### src/sdm_pkg.sv
package sdm_pkg;

   localparam int SLOT_W     = 4;
   localparam int VALUE_W    = 16;
   localparam int CMD_W      = 2;
   localparam int COMP_W     = 36;
   localparam int MAX_IDX_W  = 5;
   localparam int REQ_DATA_W = 24;
   localparam int RSP_DATA_W = 40;

   localparam logic [CMD_W-1:0] CMD_LOAD_LEFT  = 2'd0;
   localparam logic [CMD_W-1:0] CMD_LOAD_RIGHT = 2'd1;
   localparam logic [CMD_W-1:0] CMD_MULTIPLY   = 2'd2;

   // one term x[j]*y[k] on its way through the multiply-accumulate path
   typedef struct packed {
      logic              valid;
      logic              neg;    // term enters with a minus sign
      logic              first;  // first term of a product component
      logic              close;  // last term of a product component
      logic              head;   // component 0
      logic              tail;   // final component
      logic [SLOT_W-1:0] slot;
   } sdm_beat_type;

   typedef struct packed {
      logic stall;
      logic busy;
   } sdm_status_type;

   // Sign of x[j]*y[k] inside component j^k of the Cayley-Dickson product.
   function automatic logic cd_neg(input logic [MAX_IDX_W-1:0] j_in,
                                   input logic [MAX_IDX_W-1:0] k_in,
                                   input int levels);
      logic [MAX_IDX_W-1:0] j;
      logic [MAX_IDX_W-1:0] k;
      logic [MAX_IDX_W-1:0] t;
      logic                 neg;
      logic                 jh;
      logic                 kh;
      j   = j_in;
      k   = k_in;
      neg = 1'b0;
      for (int lv = MAX_IDX_W - 1; lv >= 0; lv--) begin
         if (lv < levels) begin
            jh    = j[lv];
            kh    = k[lv];
            j[lv] = 1'b0;
            k[lv] = 1'b0;
            case ({jh, kh})
               2'b11: begin
                  // -conj(d) b
                  neg = neg ^ 1'b1 ^ (k != '0);
                  t   = j;
                  j   = k;
                  k   = t;
               end
               2'b01: begin
                  // d a
                  t = j;
                  j = k;
                  k = t;
               end
               2'b10: begin
                  // b conj(c)
                  neg = neg ^ (k != '0);
               end
               default: begin
               end
            endcase
         end
      end
      return neg;
   endfunction

endpackage

### src/sedenion_multiply_core.sv
// channel | dir | data                                         | side
// req_    | in  | tdata: slot[3:0] value[19:4]                 | tuser cmd[1:0]
// rsp_    | out | tdata: out_slot[3:0] component[39:4]       | tuser all_zero, tlast last
//
// A multiply walks DIMENSION*DIMENSION term products through one shared multiplier,
// one per cycle while no stall holds the term pipeline, reading both operand memories
// at once; requests are refused until the last term has left the term pipeline.
// Reset clears the operand valid bits at once; no sweep.
// rsp_tready low freezes the term pipeline only when a finished component has
// nowhere to go; loads are still taken while a result waits.
module sedenion_multiply_core
   import sdm_pkg::*;
   #(
      parameter int DIMENSION      = 16,
      parameter int COMPONENT_BITS = 16
   )
   (
      input  logic                  clock,
      input  logic                  reset,
      input  logic                  req_tvalid,
      output logic                  req_tready,
      input  logic [REQ_DATA_W-1:0] req_tdata,   // slot, value
      input  logic [CMD_W-1:0]      req_tuser,   // cmd
      output logic                  rsp_tvalid,
      input  logic                  rsp_tready,
      output logic [RSP_DATA_W-1:0] rsp_tdata,   // out_slot, component
      output logic                  rsp_tuser,   // all_zero
      output logic                  rsp_tlast
   );

   localparam int             IDX_W    = $clog2(DIMENSION);
   localparam logic [IDX_W-1:0] IDX_LAST = IDX_W'(DIMENSION - 1);
   localparam logic           ST_IDLE  = 1'b0;
   localparam logic           ST_RUN   = 1'b1;

   logic                              state_ff;
   logic                              state_in;
   logic [IDX_W-1:0]                  i_ff;
   logic [IDX_W-1:0]                  i_in;
   logic [IDX_W-1:0]                  j_ff;
   logic [IDX_W-1:0]                  j_in;
   logic [IDX_W-1:0]                  k;
   sdm_beat_type                      beat1_ff;
   sdm_beat_type                      beat1_in;
   sdm_status_type                    status;
   logic [CMD_W-1:0]                  cmd;
   logic [SLOT_W-1:0]                 slot;
   logic signed [VALUE_W-1:0]         value;
   logic                              accept;
   logic                              slot_ok;
   logic                              wr_left;
   logic                              wr_right;
   logic [IDX_W-1:0]                  wr_addr;
   logic [COMPONENT_BITS-1:0]         wr_data;
   logic                              en;
   logic                              issue;
   logic signed [COMPONENT_BITS-1:0]  left_data;
   logic signed [COMPONENT_BITS-1:0]  right_data;

   assign cmd   = req_tuser;
   assign slot  = req_tdata[SLOT_W-1:0];
   assign value = req_tdata[SLOT_W +: VALUE_W];

   assign req_tready = (state_ff == ST_IDLE) && !beat1_ff.valid && !status.busy;
   assign accept     = req_tvalid && req_tready;
   assign slot_ok    = int'(slot) < DIMENSION;
   assign wr_left    = accept && (cmd == CMD_LOAD_LEFT) && slot_ok;
   assign wr_right   = accept && (cmd == CMD_LOAD_RIGHT) && slot_ok;
   assign wr_addr    = IDX_W'(slot);
   assign wr_data    = COMPONENT_BITS'(value);

   assign en    = !status.stall;
   assign issue = (state_ff == ST_RUN) && en;
   assign k     = i_ff ^ j_ff;

   always_comb begin
      state_in = state_ff;
      i_in     = i_ff;
      j_in     = j_ff;
      beat1_in = beat1_ff;
      if (en) begin
         beat1_in = '0;
      end
      case (state_ff)
         ST_IDLE: begin
            if (accept && (cmd == CMD_MULTIPLY)) begin
               state_in = ST_RUN;
               i_in     = '0;
               j_in     = '0;
            end
         end
         ST_RUN: begin
            if (en) begin
               beat1_in.valid = 1'b1;
               beat1_in.neg   = cd_neg(MAX_IDX_W'(j_ff), MAX_IDX_W'(k), IDX_W);
               beat1_in.first = (j_ff == '0);
               beat1_in.close = (j_ff == IDX_LAST);
               beat1_in.head  = (i_ff == '0);
               beat1_in.tail  = (i_ff == IDX_LAST);
               beat1_in.slot  = SLOT_W'(i_ff);
               j_in           = j_ff + 1'b1;
               if (j_ff == IDX_LAST) begin
                  i_in = i_ff + 1'b1;
                  if (i_ff == IDX_LAST) begin
                     state_in = ST_IDLE;
                  end
               end
            end
         end
         default: begin
            state_in = ST_IDLE;
         end
      endcase
   end

   always_ff @(posedge clock) begin
      if (reset) begin
         state_ff <= ST_IDLE;
         i_ff     <= '0;
         j_ff     <= '0;
         beat1_ff <= '0;
      end else begin
         state_ff <= state_in;
         i_ff     <= i_in;
         j_ff     <= j_in;
         beat1_ff <= beat1_in;
      end
   end

   sdm_store #(
      .DEPTH (DIMENSION),
      .WIDTH (COMPONENT_BITS)
   ) u_left_store (
      .clock   (clock),
      .reset   (reset),
      .wr_en   (wr_left),
      .wr_addr (wr_addr),
      .wr_data (wr_data),
      .rd_en   (issue),
      .rd_addr (j_ff),
      .rd_data (left_data)
   );

   sdm_store #(
      .DEPTH (DIMENSION),
      .WIDTH (COMPONENT_BITS)
   ) u_right_store (
      .clock   (clock),
      .reset   (reset),
      .wr_en   (wr_right),
      .wr_addr (wr_addr),
      .wr_data (wr_data),
      .rd_en   (issue),
      .rd_addr (k),
      .rd_data (right_data)
   );

   sdm_mac #(
      .COMPONENT_BITS (COMPONENT_BITS)
   ) u_mac (
      .clock      (clock),
      .reset      (reset),
      .beat_in    (beat1_ff),
      .left_data  (left_data),
      .right_data (right_data),
      .rsp_tready (rsp_tready),
      .rsp_tvalid (rsp_tvalid),
      .rsp_tdata  (rsp_tdata),
      .rsp_tuser  (rsp_tuser),
      .rsp_tlast  (rsp_tlast),
      .status     (status)
   );

endmodule

### src/sdm_store.sv
module sdm_store
   #(
      parameter int DEPTH = 16,
      parameter int WIDTH = 16
   )
   (
      input  logic                     clock,
      input  logic                     reset,
      input  logic                     wr_en,
      input  logic [$clog2(DEPTH)-1:0] wr_addr,
      input  logic [WIDTH-1:0]         wr_data,
      input  logic                     rd_en,
      input  logic [$clog2(DEPTH)-1:0] rd_addr,
      output logic [WIDTH-1:0]         rd_data
   );

   logic [WIDTH-1:0] mem [DEPTH];
   logic [DEPTH-1:0] valid_ff;
   logic [WIDTH-1:0] rd_data_ff;
   logic             rd_valid_ff;

   always_ff @(posedge clock) begin
      if (wr_en) begin
         mem[wr_addr] <= wr_data;
      end
      if (rd_en) begin
         rd_data_ff <= mem[rd_addr];
      end
   end

   // never-written entries read as zero
   always_ff @(posedge clock) begin
      if (reset) begin
         valid_ff    <= '0;
         rd_valid_ff <= 1'b0;
      end else begin
         if (wr_en) begin
            valid_ff[wr_addr] <= 1'b1;
         end
         if (rd_en) begin
            rd_valid_ff <= valid_ff[rd_addr];
         end
      end
   end

   assign rd_data = rd_valid_ff ? rd_data_ff : '0;

endmodule

### src/sdm_mac.sv
module sdm_mac
   import sdm_pkg::*;
   #(
      parameter int COMPONENT_BITS = 16
   )
   (
      input  logic                             clock,
      input  logic                             reset,
      input  sdm_beat_type                     beat_in,
      input  logic signed [COMPONENT_BITS-1:0] left_data,
      input  logic signed [COMPONENT_BITS-1:0] right_data,
      input  logic                             rsp_tready,
      output logic                             rsp_tvalid,
      output logic [RSP_DATA_W-1:0]            rsp_tdata,
      output logic                             rsp_tuser,
      output logic                             rsp_tlast,
      output sdm_status_type                   status
   );

   sdm_beat_type                        beat2_ff;
   logic signed [COMP_W-1:0]            prod_ff;
   logic signed [COMP_W-1:0]            prod_in;
   logic signed [2*COMPONENT_BITS-1:0]  prod_full;
   logic signed [COMP_W-1:0]            acc_ff;
   logic signed [COMP_W-1:0]            base;
   logic signed [COMP_W-1:0]            sum;
   logic                                zero_ff;
   logic                                zero_in;
   logic                                push;
   logic                                en;
   logic                                out_valid_ff;
   logic                                out_valid_in;
   logic [SLOT_W-1:0]                   out_slot_ff;
   logic [COMP_W-1:0]                   out_comp_ff;
   logic                                out_zero_ff;
   logic                                out_last_ff;

   assign prod_full = left_data * right_data;
   assign prod_in   = COMP_W'(prod_full);

   assign push = beat2_ff.valid && beat2_ff.close;
   assign en   = !(push && out_valid_ff && !rsp_tready);

   always_comb begin
      base         = beat2_ff.first ? '0 : acc_ff;
      sum          = beat2_ff.neg ? (base - prod_ff) : (base + prod_ff);
      zero_in      = (beat2_ff.head ? 1'b1 : zero_ff) && (sum == '0);
      out_valid_in = (out_valid_ff && !rsp_tready) || (push && en);
   end

   always_ff @(posedge clock) begin
      if (reset) begin
         beat2_ff     <= '0;
         out_valid_ff <= 1'b0;
      end else begin
         out_valid_ff <= out_valid_in;
         if (en) begin
            beat2_ff <= beat_in;
         end
      end
   end

   always_ff @(posedge clock) begin
      if (en) begin
         prod_ff <= prod_in;
         if (beat2_ff.valid) begin
            acc_ff <= sum;
         end
         if (push) begin
            zero_ff     <= zero_in;
            out_slot_ff <= beat2_ff.slot;
            out_comp_ff <= sum;
            out_zero_ff <= beat2_ff.tail && zero_in;
            out_last_ff <= beat2_ff.tail;
         end
      end
   end

   assign rsp_tvalid   = out_valid_ff;
   assign rsp_tdata    = {out_comp_ff, out_slot_ff};
   assign rsp_tuser    = out_zero_ff;
   assign rsp_tlast    = out_last_ff;
   assign status.stall = !en;
   assign status.busy  = beat2_ff.valid;

endmodule

### config.mk
export PLATFORM = sky130hd
export DESIGN_NAME = sedenion_multiply_core
export DESIGN_NICKNAME = d
export VERILOG_FILES = /design/src/sdm_pkg.sv /design/src/sedenion_multiply_core.sv /design/src/sdm_store.sv /design/src/sdm_mac.sv
export SDC_FILE = /design/constraint.sdc
export NUM_CORES = 2
export LEC_CHECK = 0
export BUFFER_PORTS_ARGS = -buffer_cell sky130_fd_sc_hd__buf_2
export CORE_MARGIN = 10
export CORE_UTILIZATION = 45
export CTS_BUF_LIST = sky130_fd_sc_hd__clkbuf_2 sky130_fd_sc_hd__clkbuf_4 sky130_fd_sc_hd__clkbuf_8
export CTS_CLUSTER_DIAMETER = 60
export CTS_CLUSTER_SIZE = 30
export DETAILED_ROUTE_END_ITERATION = 16
export PLACE_DENSITY_LB_ADDON = 0.25
export SYNTH_ARGS = -nofsm -noshare
export SYNTH_HDL_FRONTEND = slang
export SYNTH_SLANG_ARGS = --single-unit
export TNS_END_PERCENT = 10
### constraint.sdc
create_clock -name clock -period 20.3 [get_ports clock]
set_input_delay 2.03 -clock clock [delete_from_list [all_inputs] [get_ports clock]]
set_output_delay 2.03 -clock clock [all_outputs]
set_load 0.02 [all_outputs]
After elaboration in Yosys (flattened, before gate mapping). Memory sizes are Yosys's and may differ from the RTL's. A register that Yosys moved wholly into a read port is not among the register bits. Cells that the tools add are included.

Register bits: 175. RAM bits: 512. Memories: 2. Logic and storage cells: 165. Output and inout port bits: 44. Input bits: 30.

Eq/ne operators: 18. Add/sub/neg operators: 4. Magnitude comparators: 4. Bitwise gates (word level): 15. $mul: 1. Reductions and logical operators: 35. Multiplexer cells: 57.

Memories: u_left_store.mem (depth 16, width 16, read ports 1, clocked after memory_dff 1, write ports 1, RTL line sdm_store.sv:17) `logic [WIDTH-1:0] mem [DEPTH];`; u_right_store.mem (depth 16, width 16, read ports 1, clocked after memory_dff 1, write ports 1, RTL line sdm_store.sv:17).

Operator list (count): 36-bit 2-to-1 mux (2); 5-bit 2-to-1 mux (13); 36-bit by 32-bit adder with 36-bit output (1); 36-bit zero test (1); 36-bit by 32-bit subtractor with 36-bit output (1); 16-bit by 16-bit multiplier with 32-bit output (1); 16-bit 2-to-1 mux (2); 16-bit bitwise OR (2); 10-bit 2-to-1 mux (3); 1-bit 2-to-1 mux (21); 2-bit equality test, second input constant (9); 4-bit 2-to-1 mux (4); 4-bit case mux with 2 select lines (2); 1-bit logical AND (15); 4-bit by 5-bit less-than comparator with 1-bit output, second input constant (3); 4-bit nonzero test (3); 1-bit case mux with 2 select lines (5); 4-bit by 1-bit adder with 4-bit output, second input constant (2); 1-bit binary-select mux with 4-bit select (2); 2-bit by 1-bit equality test with 1-bit output, second input constant (4); 4-bit equality test, second input constant (2); 4-bit zero test (2); 3-bit 2-to-1 mux (2); 1-bit inverter (6); other kinds (13) (26).

Logic depth before layout (Yosys ltp).
Word-level depth: 21. Gate-level depth with buffers: 27. Depth with buffers taken out: 25.

Modules after synthesis. Synthesis repeated with hierarchy kept, for this count alone.

Cells, all modules: 2802. Area total of the unflattened synthesis: 39790.7 sq um.

Modules (own cells, without submodules): sdm_mac (cells each 1697, times used 1, sequential area each 3553.4 sq um, area an instance 16577.1 sq um); sdm_store (u_right_store) (cells each 479, times used 1, sequential area each 8508.2 sq um, area an instance 11026.8 sq um); sdm_store (u_left_store) (cells each 479, times used 1, sequential area each 8508.2 sq um, area an instance 11016.8 sq um); sedenion_multiply_core (cells each 147, times used 1, sequential area each 380.4 sq um, area an instance 1169.9 sq um).

Least setup slack after synthesis. No wires, ideal clock.

Path type: reg2reg. From: register u_left_store.rd_valid_ff. To: register u_mac.prod_ff[29] (data pin). Cell stages (with the launch flop): 26. Buffers on the path: 2. Required time: 20042 ps. Clock period less this slack: 6554 ps. Setup slack: 13746 ps. Setup time: 258 ps. Data arrival time: 6296 ps. Cell sequence: dfxtp_1 > clkbuf_1 > clkbuf_1 > nand2_1 > nor2_1 > fa_1 > inv_1 > fa_1 > fa_1 > inv_1 > fa_1 > fa_1 > inv_1 > fa_1 > inv_1 > ha_1 > a21oi_1 > nand2_1 > o22a_1 > nand4_1 > a41oi_1 > o31a_1 > a221o_1 > a21o_1 > a21oi_1 > xnor2_1.

Cells in the longest elaborated chain, start to end: 2.

RTL lines: start, declared (RTL line sdm_store.sv:20) `logic rd_valid_ff;`; start signal, assigned (RTL line sdm_store.sv:41) `rd_valid_ff <= valid_ff[rd_addr];`; 16-bit 2-to-1 mux (RTL line sdm_store.sv:46) `assign rd_data = rd_valid_ff ? rd_data_ff : '0;`; 16-bit by 16-bit multiplier with 32-bit output (RTL line sdm_mac.sv:38) `assign prod_full = left_data * right_data;`; net u_mac.prod_full[29] (RTL line sdm_mac.sv:23) `logic signed [2*COMPONENT_BITS-1:0] prod_full;`; end signal, assigned (RTL line sdm_mac.sv:65) `prod_ff <= prod_in;`; end, declared (RTL line sdm_mac.sv:21) `logic signed [COMP_W-1:0] prod_ff;`.

The timed path passes the listed nets, and every way through them passes these cells. A chain may end at the register's enable or synchronous reset.

Worst setup path in the final report.
From: register u_left_store.rd_valid_ff. To: register u_mac.prod_ff[30] (data pin).

The elaborated chain is that of the path after synthesis.

==> run metrics <==
status=complete, no violations; Main synth FF type=edfxtp_1; Final Max Tran Viols=0; Power Density=about 61 nW/µm²; most area-hungry cell type in the Yosys netlist=edfxtp_1; antenna-violating nets left=0; fraction of registers with async set/reset=0%; grt ovf=0; TritonCTS Buffers=49; Crit Path Class=register to register; CTS root buf=clkbuf_8; routed vias=between 20k and 25k; FILL cells=about 7.5k; final hold viol count=0; slew margin rel.=26.7%; cell total after placement=3952; num rows=about 110; multi-input logic area=between 15000 and 20000 µm²; Layout Utilization=a little under 50%; Final setup viols=0; Worst Setup End Kind=register; CP Cell Sequence=buf_4 -> and2_1 -> nand2_1 -> fa_1 -> fa_1 -> inv_1 -> fa_1 -> inv_1 -> fa_1 -> fa_1 -> fa_1 -> inv_1 -> ha_1 -> nand4_1 -> a211oi_1 -> a21oi_1 -> o41ai_1 -> nand2_1 -> a31oi_1 -> nand4_1 -> o2111ai_1 -> a21oi_1 -> xnor2_1; cts hold-fix bufs=0; Highest Clock Rate=about 130 MHz; Max H-tree Level=2; HPWL after DPL=between 60000 and 70000 µm; drc violations=0; number of global-route vias before repair=~24k; Avg WL per Cell=~23 µm; post-synthesis sequential area ratio=53.6%; Initial Util=between 40% and 50%; most common cell in the netlist=edfxtp_1; Max Fanout on Critical Path=35; GP Congestion=roughly 0.90; period utilisation layout=a little under two fifths; syn nets=approximately 3.2k; largest net degree at the start of global routing=between 60 and 70; 1st-pass router iterations=5; CTS tree=built; max incr delay on CP=slightly below 0.7 ns; Layout Nets=roughly 3.3k; Core Region=~86000 µm²; worst-case vdd ir drop=0.0701 mV; die height=between 300 and 400 µm; Buf/Inv on CP=4; share of cells above drive strength 1=approximately 15%; Clock Sinks=719; clk slew on worst S/H paths=~0.12 ns; RSZ-0062 raised after global routing=false; CP Data Arrival Time=8.11 ns; CP required=just over 20 ns; final wirelength=slightly above 90000 µm; Crit path top cell by count=fa_1; slew at the pin closest to its max-slew limit=~1.1 ns; Gate Count Post-Synth=~2.8k; CP max stage cell=o41ai_1; DR vias/cell=roughly 5.5; DR iter-0 viols=2022; Register Area=21000 µm²; Leak=~15 nW; Tmin final=roughly 7.7 ns; Ys Warns=0; Synth-to-Final Area Change=7.95%; Syn Std Cell Area=about 39000 µm²; largest cells by area after synthesis=edfxtp_1 50%, fa_1 13%, mux4_2 9.8%; synthesis-stage register bit count=about 700; Die X=between 300 and 400 µm; Synth Area per Inst=14.0 µm²; post-CTS setup buffers=0; IO buf count=between 60 and 70; number of synthesized flops with an enable pin=about 660; Yosys top cell area share=50.4%; Max Cap Violations=0; Longest Clk Path Bufs=3; Top Ports=74; setup tns final=0 ns; antenna violations before repair=7; final setup skew=0.0605 ns; CTS resizes=0; Skew-Pair Late Insertion Delay=0.73 ns; library cells used by synthesis=roughly 70; Crit path max-delay family=adder cells; Hold Crit Class=register to register; worst hold slack=approximately 0.45 ns; fin cells=roughly 4.0k; Worst setup SP type=register; Tot GR Track Use=a little under a fifth; first-pass GRT wire length=141000 µm; full die area=about 99000 µm²; top post-synthesis cells by count=655 x edfxtp_1, 325 x inv_1, 285 x nor2_1
-- cells by family (layout without fill, tap and decap cells) --
kind of cell	count (synthesis)	after routing	share of synthesized area, %
AOI/OAI and AO/OA	251	251	4.20
other	0	3	0
adders and majority gates	388	388	17.5
DFF	719	719	53.6
xor gates and xnor gates	103	103	2.31
buffers and inverters	435	540	4.20
muxes	175	175	9.93
and+or+nand+nor	724	724	8.24
-- cells in the final DEF, fill, tap and decap left out, types with 45 or more instances in the layout --
cell      count
ha_1        124
dfxtp_1      62
inv_1       325
buf_4        52
nor2b_1      45
xnor2_1      82
a21oi_1      97
mux4_2      170
nor2_1      267
clkbuf_8     49
buf_2        69
fa_1        263
nand2_1     229
edfxtp_1    655
-- layout make-up --
class / instances / area share, %
clock inverters: 42 / 1.32
flip-flops and latches: 719 / 49.7
multi-input cells: 1641 / 39.3
clock buffers: 49 / 1.60
inverters: 327 / 2.91
well taps: 1144 / 3.39
diodes: 3 / 0.0178
repair buffers: 122 / 1.77
-- through the flow --
stage / setup WS [ns] / total power, W / instance area (µm²)
4_1_cts: 12.64 / 0.00260 / 42100
3_5_place_dp: 12.69 / 0.00175 / 40900
2_1_floorplan: 13.75 / 0.00171 / 39100
3_3_place_gp: 12.76 / 0.00175 / 40900
6_report: 12.62 / 0.00257 / 42200
5_1_grt: 12.12 / 0.00266 / 42200
-- per-layer routing --
| layer | part of all wire (%) | vias to the layer above | wire length (µm) | track usage [%] |
|---|---|---|---|---|
| li1 | - | 9965 | - | - |
| met1 | 42 | 11700 | 38100 | 24.4 |
| met2 | 50 | 660 | 45800 | 31.9 |
| met3 | 6.0 | 137 | 5490 | 3.23 |
| met4 | 2.4 | 8 | 2220 | 4.78 |
| met5 | 0.050 | - | 46 | 0 |
-- path summary, 6_finish.rpt --
kind | slack (ns) | endpoint | cells after the start | from
max | 12.62 | u_mac.prod_ff[30]$_DFFE_PN_ | 23 | u_left_store.rd_valid_ff$_SDFFE_PP0P_
min | 0.45 | u_mac.out_slot_ff[2]$_DFFE_PP_ | 0 | u_mac.beat2_ff[2]$_SDFFE_PP0N_
max reg2reg | 12.62 | u_mac.prod_ff[30]$_DFFE_PN_ | 23 | u_left_store.rd_valid_ff$_SDFFE_PP0P_
min reg2reg | 0.45 | u_mac.out_slot_ff[2]$_DFFE_PP_ | 0 | u_mac.beat2_ff[2]$_SDFFE_PP0N_
-- power breakdown --
| part | internal (W) | total (W) | switching (W) | leakage (nW) |
|---|---|---|---|---|
| Clock | 0.000312 | 0.000851 | 0.000539 | 0.612 |
| Sequential | 0.00162 | 0.00162 | 0.00000551 | 6.51 |
| Combinational | 0.0000356 | 0.0000956 | 0.0000601 | 8.29 |
-- sequential cells by signal (all words and copies together) (netlist names), named ones only --
signal and count:
u_mac.prod_ff 32, u_mac.out_slot_ff 4, u_mac.rsp_tuser 1, j_ff 4, u_right_store.rd_data_ff 16, u_left_store.rd_valid_ff 1
u_right_store.valid_ff 16, u_left_store.rd_data_ff 16, u_mac.acc_ff 36, state_ff 1, u_mac.zero_ff 1, u_mac.rsp_tvalid 1
u_right_store.rd_valid_ff 1, i_ff 4, u_mac.beat2_ff 9, u_mac.rsp_tlast 1, u_mac.out_comp_ff 36, u_left_store.valid_ff 16
u_mac.status 1, u_left_store.mem 256, u_right_store.mem 256
-- worst register-to-register path: cells and delay by family (launching register included) --
family	cells	cell delay (ns)
adders and majority gates	7	3.44
AOI/OAI and AO/OA	6	1.77
and+or+nand+nor	5	1.29
buffers and inverters	4	0.45
DFF	1	0.33
xor gates and xnor gates	1	0.13
Note: power is estimated with default switching activity, not from simulation.
